===== src/design/pwlock_pkg.sv =====
// ----------------------------------------------------------------------------
// Password lock package
// Shared types, codes and register defaults for the password lock controller.
// ----------------------------------------------------------------------------
`default_nettype none

package pwlock_pkg;

    // Default password length in digits.
    localparam int PASS_LEN_DEF = 5;

    // Configuration port geometry.
    localparam int CFG_ADDR_W = 5;
    localparam int CFG_DATA_W = 32;

    // Configuration register indexes (byte address / 4).
    localparam logic [2:0] REG_READY_CODE = 3'd0;
    localparam logic [2:0] REG_OPEN_LIMIT = 3'd1;
    localparam logic [2:0] REG_HOLD_LIMIT = 3'd2;
    localparam logic [2:0] REG_CLOSE_LIMIT = 3'd3;
    localparam logic [2:0] REG_ALARM_LIMIT = 3'd4;
    localparam logic [2:0] REG_ATTEMPTS = 3'd5;

    // Register reset values.
    localparam logic [7:0] READY_CODE_RST = 8'd16;
    localparam logic [7:0] OPEN_LIMIT_RST = 8'd15;
    localparam logic [7:0] HOLD_LIMIT_RST = 8'd18;
    localparam logic [7:0] CLOSE_LIMIT_RST = 8'd33;
    localparam logic [7:0] ALARM_LIMIT_RST = 8'd60;
    localparam logic [3:0] ATTEMPTS_RST = 4'd3;

    // Option keys.
    localparam logic [7:0] KEY_PLUS = 8'h2B;
    localparam logic [7:0] KEY_MINUS = 8'h2D;

    // Input command codes.
    localparam logic CMD_BYTE = 1'b0;
    localparam logic CMD_TICK = 1'b1;

    // Result queue geometry.
    localparam int QDEPTH = 4;
    localparam int QPTR_W = 2;
    localparam int QCNT_W = 3;

    // Lock phases.
    typedef enum logic [3:0] {
        PH_WAIT    = 4'd0,
        PH_NEW1    = 4'd1,
        PH_NEW2    = 4'd2,
        PH_MAIN    = 4'd3,
        PH_ENTER   = 4'd4,
        PH_OPENING = 4'd5,
        PH_OPENED  = 4'd6,
        PH_CLOSING = 4'd7,
        PH_WARNING = 4'd8
    } phase_t;

    // Status codes reported in each result.
    typedef enum logic [3:0] {
        ST_MISMATCH = 4'd0,
        ST_MATCH    = 4'd1,
        ST_MAIN     = 4'd2,
        ST_ENTER    = 4'd3,
        ST_OPENING  = 4'd4,
        ST_OPENED   = 4'd5,
        ST_CLOSING  = 4'd6,
        ST_NEWPW    = 4'd7,
        ST_WARNING  = 4'd8
    } status_t;

    // Motor drive codes.
    typedef enum logic [1:0] {
        MOTOR_STOP  = 2'd0,
        MOTOR_CW    = 2'd1,
        MOTOR_CCW   = 2'd2
    } motor_t;

    // Option chosen in the main menu.
    typedef enum logic [1:0] {
        OPT_OTHER = 2'd0,
        OPT_PLUS  = 2'd1,
        OPT_MINUS = 2'd2
    } option_t;

    // Configuration values handed from the register block to the core.
    typedef struct packed {
        logic [7:0] ready_code;
        logic [7:0] open_limit;
        logic [7:0] hold_limit;
        logic [7:0] close_limit;
        logic [7:0] alarm_limit;
        logic [3:0] attempts_allowed;
    } cfg_t;

    // One result record.
    typedef struct packed {
        logic [3:0] status_code;
        logic [1:0] motor_drive;
        logic       buzzer_en;
        logic       last;
    } result_t;

endpackage

`default_nettype wire


===== src/design/pwlock_in_if.sv =====
// ----------------------------------------------------------------------------
// Password lock input channel
// Valid/ready channel carrying one received byte or one-second tick.
// ----------------------------------------------------------------------------
`default_nettype none

interface pwlock_in_if;
    logic       valid;
    logic       ready;
    logic       cmd;
    logic [7:0] byte_value;

    modport source (output valid, output cmd, output byte_value, input ready);
    modport sink (input valid, input cmd, input byte_value, output ready);
endinterface

`default_nettype wire


===== src/design/pwlock_out_if.sv =====
// ----------------------------------------------------------------------------
// Password lock result channel
// Valid/ready channel carrying one status result.
// ----------------------------------------------------------------------------
`default_nettype none

interface pwlock_out_if;
    logic       valid;
    logic       ready;
    logic [3:0] status_code;
    logic [1:0] motor_drive;
    logic       buzzer_en;
    logic       last;

    modport source (output valid, output status_code, output motor_drive,
                    output buzzer_en, output last, input ready);
    modport sink (input valid, input status_code, input motor_drive,
                  input buzzer_en, input last, output ready);
endinterface

`default_nettype wire


===== src/design/password_lock_controller.sv =====
// ----------------------------------------------------------------------------
// Password lock controller
// Combination lock sequencer: password setup, option menu, timed door
// motion and wrong-entry alarm.
// ----------------------------------------------------------------------------
// Usage:
//   in_ch carries one request per item: cmd 0 with a received byte, or cmd 1
//   for a one-second tick. out_ch carries status results (status code, motor
//   drive, buzzer, last flag); an item causes zero, one or two results, and
//   the final one of an item has last set.
//   The item is processed at the edge it is accepted; its results appear on
//   out_ch the next cycle unless older results wait in the queue. Items are
//   accepted one per cycle while in_ch.ready is high; an item that
//   completes a matching password entry produces two results, sent in turn.
//   A four-entry result queue parts the two channels: in_ch.ready drops when
//   fewer than two queue slots remain, so a stalled receiver holds the input
//   off once the queue fills and no result is lost.
//   Reset puts the lock in the waiting-for-ready-byte phase, clears counters
//   and the queue, and loads register defaults. The user writes registers
//   over the APB port only while idle; the block does not enforce it.
// ----------------------------------------------------------------------------
`default_nettype none

module password_lock_controller #(
    parameter int PASS_LEN = pwlock_pkg::PASS_LEN_DEF
) (
    input  wire logic                              clk,
    input  wire logic                              rst_n,
    input  wire logic                              psel,
    input  wire logic                              penable,
    input  wire logic                              pwrite,
    input  wire logic [pwlock_pkg::CFG_ADDR_W-1:0] paddr,
    input  wire logic [pwlock_pkg::CFG_DATA_W-1:0] pwdata,
    output logic      [pwlock_pkg::CFG_DATA_W-1:0] prdata,
    output logic                                   pready,
    pwlock_in_if.sink                              in_ch,
    pwlock_out_if.source                           out_ch
);
    import pwlock_pkg::*;

    cfg_t cfg;

    // Configuration registers.
    pwlock_cfg u_cfg (
        .clk     (clk),
        .rst_n   (rst_n),
        .psel    (psel),
        .penable (penable),
        .pwrite  (pwrite),
        .paddr   (paddr),
        .pwdata  (pwdata),
        .prdata  (prdata),
        .pready  (pready),
        .cfg     (cfg)
    );

    // Lock state machine and result queue.
    pwlock_core #(
        .PASS_LEN (PASS_LEN)
    ) u_core (
        .clk    (clk),
        .rst_n  (rst_n),
        .cfg    (cfg),
        .in_ch  (in_ch),
        .out_ch (out_ch)
    );

endmodule

`default_nettype wire


===== src/design/pwlock_cfg.sv =====
// ----------------------------------------------------------------------------
// Password lock configuration registers
// APB-style register block holding the session code, timer limits and the
// allowed number of wrong entries.
// ----------------------------------------------------------------------------
`default_nettype none

module pwlock_cfg (
    input  wire logic                              clk,
    input  wire logic                              rst_n,
    input  wire logic                              psel,
    input  wire logic                              penable,
    input  wire logic                              pwrite,
    input  wire logic [pwlock_pkg::CFG_ADDR_W-1:0] paddr,
    input  wire logic [pwlock_pkg::CFG_DATA_W-1:0] pwdata,
    output logic      [pwlock_pkg::CFG_DATA_W-1:0] prdata,
    output logic                                   pready,
    output pwlock_pkg::cfg_t                       cfg
);
    import pwlock_pkg::*;

    cfg_t       cfg_reg;
    logic       wr_en;
    logic [2:0] reg_idx;

    assign pready  = 1'b1;
    assign wr_en   = psel && penable && pwrite && pready;
    assign reg_idx = paddr[4:2];
    assign cfg     = cfg_reg;

    // Register writes.
    always_ff @(posedge clk or negedge rst_n)
    begin
        if (!rst_n)
        begin
            cfg_reg.ready_code       <= READY_CODE_RST;
            cfg_reg.open_limit       <= OPEN_LIMIT_RST;
            cfg_reg.hold_limit       <= HOLD_LIMIT_RST;
            cfg_reg.close_limit      <= CLOSE_LIMIT_RST;
            cfg_reg.alarm_limit      <= ALARM_LIMIT_RST;
            cfg_reg.attempts_allowed <= ATTEMPTS_RST;
        end
        else if (wr_en)
        begin
            unique case (reg_idx)
                REG_READY_CODE:  cfg_reg.ready_code       <= pwdata[7:0];
                REG_OPEN_LIMIT:  cfg_reg.open_limit       <= pwdata[7:0];
                REG_HOLD_LIMIT:  cfg_reg.hold_limit       <= pwdata[7:0];
                REG_CLOSE_LIMIT: cfg_reg.close_limit      <= pwdata[7:0];
                REG_ALARM_LIMIT: cfg_reg.alarm_limit      <= pwdata[7:0];
                REG_ATTEMPTS:    cfg_reg.attempts_allowed <= pwdata[3:0];
                default:         ;
            endcase
        end
    end

    // Read-back mux.
    always_comb
    begin
        prdata = '0;
        unique case (reg_idx)
            REG_READY_CODE:  prdata[7:0] = cfg_reg.ready_code;
            REG_OPEN_LIMIT:  prdata[7:0] = cfg_reg.open_limit;
            REG_HOLD_LIMIT:  prdata[7:0] = cfg_reg.hold_limit;
            REG_CLOSE_LIMIT: prdata[7:0] = cfg_reg.close_limit;
            REG_ALARM_LIMIT: prdata[7:0] = cfg_reg.alarm_limit;
            REG_ATTEMPTS:    prdata[3:0] = cfg_reg.attempts_allowed;
            default:         prdata = '0;
        endcase
    end

endmodule

`default_nettype wire


===== src/design/pwlock_core.sv =====
// ----------------------------------------------------------------------------
// Password lock core
// Lock state machine with password stores, timers and a small result queue.
// ----------------------------------------------------------------------------
`default_nettype none

module pwlock_core #(
    parameter int PASS_LEN = pwlock_pkg::PASS_LEN_DEF
) (
    input  wire logic        clk,
    input  wire logic        rst_n,
    input  pwlock_pkg::cfg_t cfg,
    pwlock_in_if.sink        in_ch,
    pwlock_out_if.source     out_ch
);
    import pwlock_pkg::*;

    localparam int IDX_W = (PASS_LEN > 1) ? $clog2(PASS_LEN) : 1;
    localparam logic [IDX_W-1:0] LAST_IDX = IDX_W'(PASS_LEN - 1);

    // State registers.
    phase_t           phase_reg, phase_next;
    logic [IDX_W-1:0] digit_reg, digit_next;
    logic             differs_reg, differs_next;
    logic [3:0]       wrong_reg, wrong_next;
    logic [7:0]       sec_reg, sec_next;
    option_t          option_reg, option_next;
    logic [7:0]       cand_reg [PASS_LEN];
    logic [7:0]       pass_reg [PASS_LEN];
    logic             cand_we;
    logic             pass_copy;

    // Result queue.
    result_t           q_reg [QDEPTH];
    logic [QPTR_W-1:0] head_reg, tail_reg;
    logic [QCNT_W-1:0] count_reg;
    result_t           res0, res1;
    logic [1:0]        push_n;
    logic              pop;

    // Shared decode of the accepted item.
    logic       in_fire;
    logic       is_tick;
    logic [7:0] b;
    logic       last_digit;
    logic [IDX_W-1:0] digit_adv;
    logic       new2_diff;
    logic       enter_diff;
    logic       attempts_out;
    logic       timer_done;
    logic [7:0] sec_inc;
    option_t    key_option;

    assign in_ch.ready  = (count_reg <= QCNT_W'(QDEPTH - 2));
    assign in_fire      = in_ch.valid && in_ch.ready;
    assign is_tick      = (in_ch.cmd == CMD_TICK);
    assign b            = in_ch.byte_value;
    assign last_digit   = (digit_reg == LAST_IDX);
    assign digit_adv    = last_digit ? '0 : digit_reg + 1'b1;
    assign new2_diff    = differs_reg || (cand_reg[digit_reg] != b);
    assign enter_diff   = differs_reg || (pass_reg[digit_reg] != b);
    assign attempts_out = ({1'b0, wrong_reg} + 5'd1) >= {1'b0, cfg.attempts_allowed};
    assign sec_inc      = (sec_reg == 8'hFF) ? sec_reg : sec_reg + 8'd1;
    assign key_option   = (b == KEY_PLUS) ? OPT_PLUS :
                          (b == KEY_MINUS) ? OPT_MINUS : OPT_OTHER;

    // Limit for the current timed phase.
    always_comb
    begin
        case (phase_reg)
            PH_OPENING: timer_done = (sec_reg >= cfg.open_limit);
            PH_OPENED:  timer_done = (sec_reg >= cfg.hold_limit);
            PH_CLOSING: timer_done = (sec_reg >= cfg.close_limit);
            PH_WARNING: timer_done = (sec_reg >= cfg.alarm_limit);
            default:    timer_done = 1'b0;
        endcase
    end

    // Next state.
    always_comb
    begin
        phase_next   = phase_reg;
        digit_next   = digit_reg;
        differs_next = differs_reg;
        wrong_next   = wrong_reg;
        sec_next     = sec_reg;
        option_next  = option_reg;
        cand_we      = 1'b0;
        pass_copy    = 1'b0;
        if (in_fire && is_tick)
        begin
            unique case (phase_reg)
                PH_OPENING:
                begin
                    sec_next = sec_inc;
                    if (timer_done)
                        phase_next = PH_OPENED;
                end
                PH_OPENED:
                begin
                    sec_next = sec_inc;
                    if (timer_done)
                        phase_next = PH_CLOSING;
                end
                PH_CLOSING:
                begin
                    sec_next = sec_inc;
                    if (timer_done)
                    begin
                        phase_next = PH_MAIN;
                        sec_next   = '0;
                    end
                end
                PH_WARNING:
                begin
                    sec_next = sec_inc;
                    if (timer_done)
                    begin
                        phase_next = PH_MAIN;
                        sec_next   = '0;
                        wrong_next = '0;
                    end
                end
                default: ;
            endcase
        end
        else if (in_fire)
        begin
            unique case (phase_reg)
                PH_WAIT:
                begin
                    if (b == cfg.ready_code)
                    begin
                        phase_next = PH_NEW1;
                        digit_next = '0;
                    end
                end
                PH_NEW1:
                begin
                    cand_we    = 1'b1;
                    digit_next = digit_adv;
                    if (last_digit)
                    begin
                        phase_next   = PH_NEW2;
                        differs_next = 1'b0;
                    end
                end
                PH_NEW2:
                begin
                    digit_next   = digit_adv;
                    differs_next = new2_diff;
                    if (last_digit)
                    begin
                        differs_next = 1'b0;
                        if (new2_diff)
                            phase_next = PH_NEW1;
                        else
                        begin
                            pass_copy  = 1'b1;
                            phase_next = PH_MAIN;
                        end
                    end
                end
                PH_MAIN:
                begin
                    option_next  = key_option;
                    phase_next   = PH_ENTER;
                    digit_next   = '0;
                    differs_next = 1'b0;
                end
                PH_ENTER:
                begin
                    digit_next   = digit_adv;
                    differs_next = enter_diff;
                    if (last_digit)
                    begin
                        differs_next = 1'b0;
                        if (!enter_diff)
                        begin
                            wrong_next = '0;
                            case (option_reg)
                                OPT_PLUS:
                                begin
                                    phase_next = PH_OPENING;
                                    sec_next   = '0;
                                end
                                OPT_MINUS: phase_next = PH_NEW1;
                                default:   phase_next = PH_MAIN;
                            endcase
                        end
                        else if (attempts_out)
                        begin
                            phase_next = PH_WARNING;
                            sec_next   = '0;
                        end
                        else
                            wrong_next = wrong_reg + 4'd1;
                    end
                end
                default: ;
            endcase
        end
    end

    // Results caused by the accepted item.
    always_comb
    begin
        res0   = '{status_code: ST_MAIN, motor_drive: MOTOR_STOP, buzzer_en: 1'b0,
                   last: 1'b1};
        res1   = res0;
        push_n = 2'd0;
        if (in_fire && is_tick)
        begin
            if (timer_done)
            begin
                push_n = 2'd1;
                unique case (phase_reg)
                    PH_OPENING: res0.status_code = ST_OPENED;
                    PH_OPENED:
                    begin
                        res0.status_code = ST_CLOSING;
                        res0.motor_drive = MOTOR_CCW;
                    end
                    default:    res0.status_code = ST_MAIN;
                endcase
            end
        end
        else if (in_fire)
        begin
            unique case (phase_reg)
                PH_NEW2:
                begin
                    if (last_digit)
                    begin
                        if (new2_diff)
                        begin
                            push_n           = 2'd1;
                            res0.status_code = ST_MISMATCH;
                        end
                        else
                        begin
                            push_n           = 2'd2;
                            res0.status_code = ST_MATCH;
                            res0.last        = 1'b0;
                            res1.status_code = ST_MAIN;
                        end
                    end
                end
                PH_MAIN:
                begin
                    push_n           = 2'd1;
                    res0.status_code = ST_ENTER;
                end
                PH_ENTER:
                begin
                    if (last_digit)
                    begin
                        push_n = 2'd1;
                        if (!enter_diff)
                        begin
                            push_n           = 2'd2;
                            res0.status_code = ST_MATCH;
                            res0.last        = 1'b0;
                            case (option_reg)
                                OPT_PLUS:
                                begin
                                    res1.status_code = ST_OPENING;
                                    res1.motor_drive = MOTOR_CW;
                                end
                                OPT_MINUS: res1.status_code = ST_NEWPW;
                                default:   res1.status_code = ST_MAIN;
                            endcase
                        end
                        else if (attempts_out)
                        begin
                            res0.status_code = ST_WARNING;
                            res0.buzzer_en   = 1'b1;
                        end
                        else
                            res0.status_code = ST_MISMATCH;
                    end
                end
                default: ;
            endcase
        end
    end

    // Control state.
    always_ff @(posedge clk or negedge rst_n)
    begin
        if (!rst_n)
        begin
            phase_reg   <= PH_WAIT;
            digit_reg   <= '0;
            differs_reg <= 1'b0;
            wrong_reg   <= '0;
            sec_reg     <= '0;
            option_reg  <= OPT_OTHER;
        end
        else
        begin
            phase_reg   <= phase_next;
            digit_reg   <= digit_next;
            differs_reg <= differs_next;
            wrong_reg   <= wrong_next;
            sec_reg     <= sec_next;
            option_reg  <= option_next;
        end
    end

    // Password stores; contents are only read after being written.
    always_ff @(posedge clk)
    begin
        if (cand_we)
            cand_reg[digit_reg] <= b;
        if (pass_copy)
            pass_reg <= cand_reg;
    end

    // Result queue pointers.
    assign pop = out_ch.valid && out_ch.ready;

    always_ff @(posedge clk or negedge rst_n)
    begin
        if (!rst_n)
        begin
            head_reg  <= '0;
            tail_reg  <= '0;
            count_reg <= '0;
        end
        else
        begin
            head_reg  <= head_reg + QPTR_W'(pop);
            tail_reg  <= tail_reg + QPTR_W'(push_n);
            count_reg <= count_reg + QCNT_W'(push_n) - QCNT_W'(pop);
        end
    end

    // Result queue storage.
    always_ff @(posedge clk)
    begin
        if (push_n != 2'd0)
            q_reg[tail_reg] <= res0;
        if (push_n == 2'd2)
            q_reg[tail_reg + 1'b1] <= res1;
    end

    assign out_ch.valid       = (count_reg != '0);
    assign out_ch.status_code = q_reg[head_reg].status_code;
    assign out_ch.motor_drive = q_reg[head_reg].motor_drive;
    assign out_ch.buzzer_en   = q_reg[head_reg].buzzer_en;
    assign out_ch.last        = q_reg[head_reg].last;

    // The queue always has room for both results of an accepted item.
    a_queue_room: assert property (@(posedge clk) disable iff (!rst_n)
        in_fire |-> count_reg <= QCNT_W'(QDEPTH - 2))
        else $error("result queue accepted an item without room");

    // Timed phases only advance on a tick.
    a_tick_advance: assert property (@(posedge clk) disable iff (!rst_n)
        (phase_reg == PH_OPENING && phase_next == PH_OPENED) |-> (in_fire && is_tick))
        else $error("opening finished without a tick");

    // Two results only come from a completed password entry.
    a_pair_source: assert property (@(posedge clk) disable iff (!rst_n)
        (push_n == 2'd2) |-> (!is_tick && last_digit &&
                              (phase_reg == PH_NEW2 || phase_reg == PH_ENTER)))
        else $error("result pair from an unexpected phase");

    // The final pushed result of an item carries the last flag.
    a_last_flag: assert property (@(posedge clk) disable iff (!rst_n)
        ((push_n == 2'd1) |-> res0.last) and ((push_n == 2'd2) |-> (res1.last && !res0.last)))
        else $error("last flag misplaced");

    // The buzzer sounds only in the warning result.
    a_buzzer: assert property (@(posedge clk) disable iff (!rst_n)
        (out_ch.valid && out_ch.buzzer_en) |-> (out_ch.status_code == ST_WARNING))
        else $error("buzzer on outside the warning result");

endmodule

`default_nettype wire


===== src/flat_wrapper.sv =====
// flat-port wrapper written by rule: the top's interface ports become plain ports
module password_lock_controller_flat import pwlock_pkg::*;
#(
    parameter int PASS_LEN = pwlock_pkg::PASS_LEN_DEF
)
  (clk, rst_n, psel, penable, pwrite, paddr, pwdata, prdata, pready, in_ch_valid, in_ch_cmd, in_ch_byte_value, in_ch_ready, out_ch_valid, out_ch_status_code, out_ch_motor_drive, out_ch_buzzer_en, out_ch_last, out_ch_ready);
  pwlock_in_if in_ch_i ();
  pwlock_out_if out_ch_i ();
  input  wire logic clk;
  input  wire logic rst_n;
  input  wire logic psel;
  input  wire logic penable;
  input  wire logic pwrite;
  input  wire logic [pwlock_pkg::CFG_ADDR_W-1:0] paddr;
  input  wire logic [pwlock_pkg::CFG_DATA_W-1:0] pwdata;
  output logic      [pwlock_pkg::CFG_DATA_W-1:0] prdata;
  output logic pready;
  input wire logic [$bits(in_ch_i.valid)-1:0] in_ch_valid;
  input wire logic [$bits(in_ch_i.cmd)-1:0] in_ch_cmd;
  input wire logic [$bits(in_ch_i.byte_value)-1:0] in_ch_byte_value;
  output wire logic [$bits(in_ch_i.ready)-1:0] in_ch_ready;
  output wire logic [$bits(out_ch_i.valid)-1:0] out_ch_valid;
  output wire logic [$bits(out_ch_i.status_code)-1:0] out_ch_status_code;
  output wire logic [$bits(out_ch_i.motor_drive)-1:0] out_ch_motor_drive;
  output wire logic [$bits(out_ch_i.buzzer_en)-1:0] out_ch_buzzer_en;
  output wire logic [$bits(out_ch_i.last)-1:0] out_ch_last;
  input wire logic [$bits(out_ch_i.ready)-1:0] out_ch_ready;
  assign in_ch_i.valid = in_ch_valid;
  assign in_ch_i.cmd = in_ch_cmd;
  assign in_ch_i.byte_value = in_ch_byte_value;
  assign in_ch_ready = in_ch_i.ready;
  assign out_ch_valid = out_ch_i.valid;
  assign out_ch_status_code = out_ch_i.status_code;
  assign out_ch_motor_drive = out_ch_i.motor_drive;
  assign out_ch_buzzer_en = out_ch_i.buzzer_en;
  assign out_ch_last = out_ch_i.last;
  assign out_ch_i.ready = out_ch_ready;
  password_lock_controller #(.PASS_LEN(PASS_LEN)) u_core (.clk(clk), .rst_n(rst_n), .psel(psel), .penable(penable), .pwrite(pwrite), .paddr(paddr), .pwdata(pwdata), .prdata(prdata), .pready(pready), .in_ch(in_ch_i), .out_ch(out_ch_i));
endmodule

===== config.mk =====
export PLATFORM = sky130hd
export DESIGN_NAME = password_lock_controller_flat
export DESIGN_NICKNAME = d
export VERILOG_FILES = /design/src/design/pwlock_pkg.sv /design/src/design/pwlock_in_if.sv /design/src/design/pwlock_out_if.sv /design/src/design/password_lock_controller.sv /design/src/design/pwlock_cfg.sv /design/src/design/pwlock_core.sv /design/src/flat_wrapper.sv
export SDC_FILE = /design/constraint.sdc
export NUM_CORES = 1
export LEC_CHECK = 0
export ABC_AREA = 1
export ABC_CLOCK_PERIOD_IN_PS = 4850
export BUFFER_PORTS_ARGS = -buffer_cell sky130_fd_sc_hd__buf_2
export CORE_MARGIN = 2
export CORE_UTILIZATION = 50
export CTS_CLUSTER_SIZE = 25
export DETAILED_ROUTE_END_ITERATION = 10
export GPL_TIMING_DRIVEN = 0
export HOLD_SLACK_MARGIN = 0.1
export PLACE_DENSITY = 0.73
export RECOVER_POWER = 100
export SETUP_SLACK_MARGIN = 0.02
export SLEW_MARGIN = 10
export SYNTH_ARGS = -nofsm -noshare
export SYNTH_HDL_FRONTEND = slang
export SYNTH_SLANG_ARGS = --single-unit
export TNS_END_PERCENT = 30

===== constraint.sdc =====
create_clock -name clk -period 4.85 [get_ports clk]
set_input_delay 0.7275 -clock clk [delete_from_list [all_inputs] [get_ports clk]]
set_output_delay 0.7275 -clock clk [all_outputs]
set_load 0.1 [all_outputs]

==> flow_summary.json <==
{
  "outcome": "complete, but fails checks",
  "violations": "capacitance limit, slew limit",
  "rrSetupSlack_ns": 0.83,
  "crit_start": "u_core.u_core.digit_reg[1]",
  "die-height_um": 147,
  "final_max_slew_viol_count": 13,
  "setup_tns_ns": 0,
  "yosys.cell_types.count": 53,
  "cellLeakagePower_nw": 5.22,
  "io_buffers": 44,
  "switching_power_mw": 2.94,
  "n_antenna_cell": 0,
  "p_int_mw": 3.40,
  "core_area_um2": 20200,
  "drv_cap": 1,
  "path_clk_slew_ns": 0.06,
  "grt_pass1_wl_um": 40300,
  "grtUsageTotal_pct": 23.5,
  "worstSetupPathType": "reg -> reg",
  "ys.flop_type": "edfxtp_1",
  "r2r-start": "u_core.u_core.digit_reg[1]",
  "fillers": 1800,
  "worst_slack_ns": 0.832,
  "pre_cts_slack_ns": 1.14,
  "num_vias": 8387,
  "root_buffer": "clkbuf_16",
  "netlist_area_um2": 10200,
  "final_nets": 1387,
  "cts_resized": 0,
  "grt_max_degree": 59,
  "syn_to_final_growth_pct": 11.1,
  "layout_commonest_cell": "nand2_1",
  "cts_setup_buffers": 0,
  "first_pass_iters": 5,
  "synth_cells": 1197,
  "timing.hold.ws_ns": 0.433,
  "fin_skew_ns": 0.0145,
  "grt_antenna_before_repair": 0,
  "cp.arrival_ns": 4.16,
  "drc": 0,
  "yosys.area.top_type": "edfxtp_1",
  "io_pins": 96,
  "worst_ep_required_time_ns": 4.99,
  "drt_wl_total_um": 24700,
  "drive_gt1_share_pct": 8.62,
  "min_period_ns": 4.02,
  "layout_common_cells": "nand2_1, inv_1, nor2_1, o21ai_0, edfxtp_1",
  "swShare_pct": 46.3,
  "cts_buffers": 17,
  "grt_overflow": 0,
  "ys_warn_count": 0,
  "seq_area_frac_synth_pct": 49.4,
  "gp_congestion": 0.920,
  "grt_pass1_vias": 8071,
  "ir_drop_mv": 0.276,
  "pwr-share-seq_pct": 33.7,
  "postCtsHoldBufs": 0,
  "reg2reg_to": "u_core.u_core.pass_reg[33]",
  "drt_iter0_drc": 775,
  "power_frac_comb_pct": 45.8,
  "synth_edf_count": 96,
  "wire_per_inst_um": 15.7,
  "synth_top_area_share_pct": 28.2,
  "utilization_pct": 56.3,
  "critical_path.max_fanout": 19,
  "clock_power_share_pct": 20.5,
  "design.die.area_um2": 21600,
  "fmax_mhz": 249,
  "hpwl_um": 18600,
  "max_slew_margin_pct": -25.4,
  "rsz0062_at_grt": "no",
  "drtAntennaViolNets": 0,
  "num_rows": 52,
  "end_kind": "flip-flop",
  "htree_levels": 4,
  "hold_viol_final": 0,
  "ys_async_sr_fraction_pct": 39.5,
  "dieWidth_um": 147,
  "rr_worst_depth": 14,
  "fin_crit_sh_pct": 82.8,
  "hold_path_class": "in -> async",
  "viasPerCell": 5.35,
  "yosys-top-cells-area": "edfxtp_1, dfrtp_1, nand2_1",
  "syn_avg_cell_area_um2": 8.55,
  "initial_utilization_pct": 50.7,
  "cp-start-kind": "flip-flop",
  "setup_viol": 0,
  "clock_path_buffers": 2,
  "tightest_slew_ns": 1.87,
  "cts.sinks": 185,
  "largest_reg_flops": 44,
  "p_per_area_nw_per_um2": 558,
  "cts_tree": "done",
  "insertion_delay_ns": 0.44,
  "ys_seq_elements": 185
}
metrics by stage:
| step | power, mW | instances | area [µm²] |
|---|---|---|---|
| 3_5_place_dp | 5.09 | 1537 | 11000 |
| 3_3_place_gp | 5.02 | 1534 | 10900 |
| 5_1_grt | 6.78 | 1569 | 11400 |
| 6_report | 6.33 | 1569 | 11400 |
| 4_1_cts | 6.39 | 1569 | 11500 |
| 2_1_floorplan | 4.39 | 1220 | 10300 |
area by class of cell:
cell class / instances / area [µm²] / area share [%]
Sequential cell: 185 / 5050 / 44.4
Multi-Input combinational cell: 823 / 4220 / 37.1
Inverter: 162 / 611 / 5.38
Clock buffer: 21 / 462 / 4.06
Buffer: 50 / 344 / 3.03
Tap cell: 270 / 338 / 2.97
Timing Repair Buffer: 47 / 254 / 2.24
Clock inverter: 11 / 85.1 / 0.749
synth_stat cells, types with 4 or more instances:
cell and number:
nand2_1 274, dfxtp_1 16, o22ai_1 14, ha_1 47, buf_2 5, inv_2 6
buf_4 27, o21ai_0 95, nor2_1 118, a22oi_1 4, nand4_1 38, o2111ai_1 8
a21oi_1 46, nor2_2 5, xor2_1 7, xnor2_1 6, dfrtp_1 58, nor3_1 21
edfxtp_1 96, nand3_1 71, inv_1 153, buf_6 5, clkbuf_1 10, o211ai_1 4
nor4_1 5, dfstp_2 15, o21ai_1 4
worst max-delay path: stages (launching register included):
cell     delay, ns
dfrtp_1       0.41
inv_1         0.08
buf_2         0.25
nand3_1       0.16
inv_1         0.27
nand2_1       0.08
nand2_1       0.08
o21ai_0       0.09
nand2_1       0.13
nand2_1       0.07
nor2_2        0.14
nand3_4       0.11
nor3_1        1.41
buf_8         0.26
buf_16        0.17
worst max-delay path by stage:
stage                                  to  slack, ns
3_5_place_dp   u_core.u_core.count_reg[2]       1.14
6_report       u_core.u_core.pass_reg[33]       0.83
2_1_floorplan  u_core.u_core.count_reg[2]       0.27
4_1_cts        u_core.u_core.count_reg[2]       1.11
3_3_place_gp   u_core.u_core.count_reg[2]       1.20
5_1_grt         u_core.u_core.pass_reg[3]       0.45
metal layers:
layer	global-route usage, %	vias to the layer above	part of all wire [%]
met3	3.57	45	6.5
met2	40.5	319	48
li1	-	4148	-
met4	8.27	0	2.3
met5	0	-	0
met1	30.5	3875	43
power by group through the flow:
stage | Clock, mW | Combinational [mW] | Sequential (mW)
finish | 1.30 | 2.90 | 2.14
floorplan | 0 | 2.32 | 2.07
global route | 1.38 | 3.24 | 2.16
CTS | 1.31 | 2.94 | 2.13
global placement | 0 | 2.86 | 2.15
detailed placement | 0 | 2.93 | 2.16
cell families after synthesis:
| logic type | synth area share (%) |
|---|---|
| and+or+nand+nor | 23.6 |
| DFF | 49.4 |
| xor gates and xnor gates | 1.11 |
| other | 0.0734 |
| buffers and inverters | 9.49 |
| AOI/OAI and AO/OA | 10.4 |
| adders and majority gates | 5.94 |
Note: power is estimated with default switching activity, not from simulation.
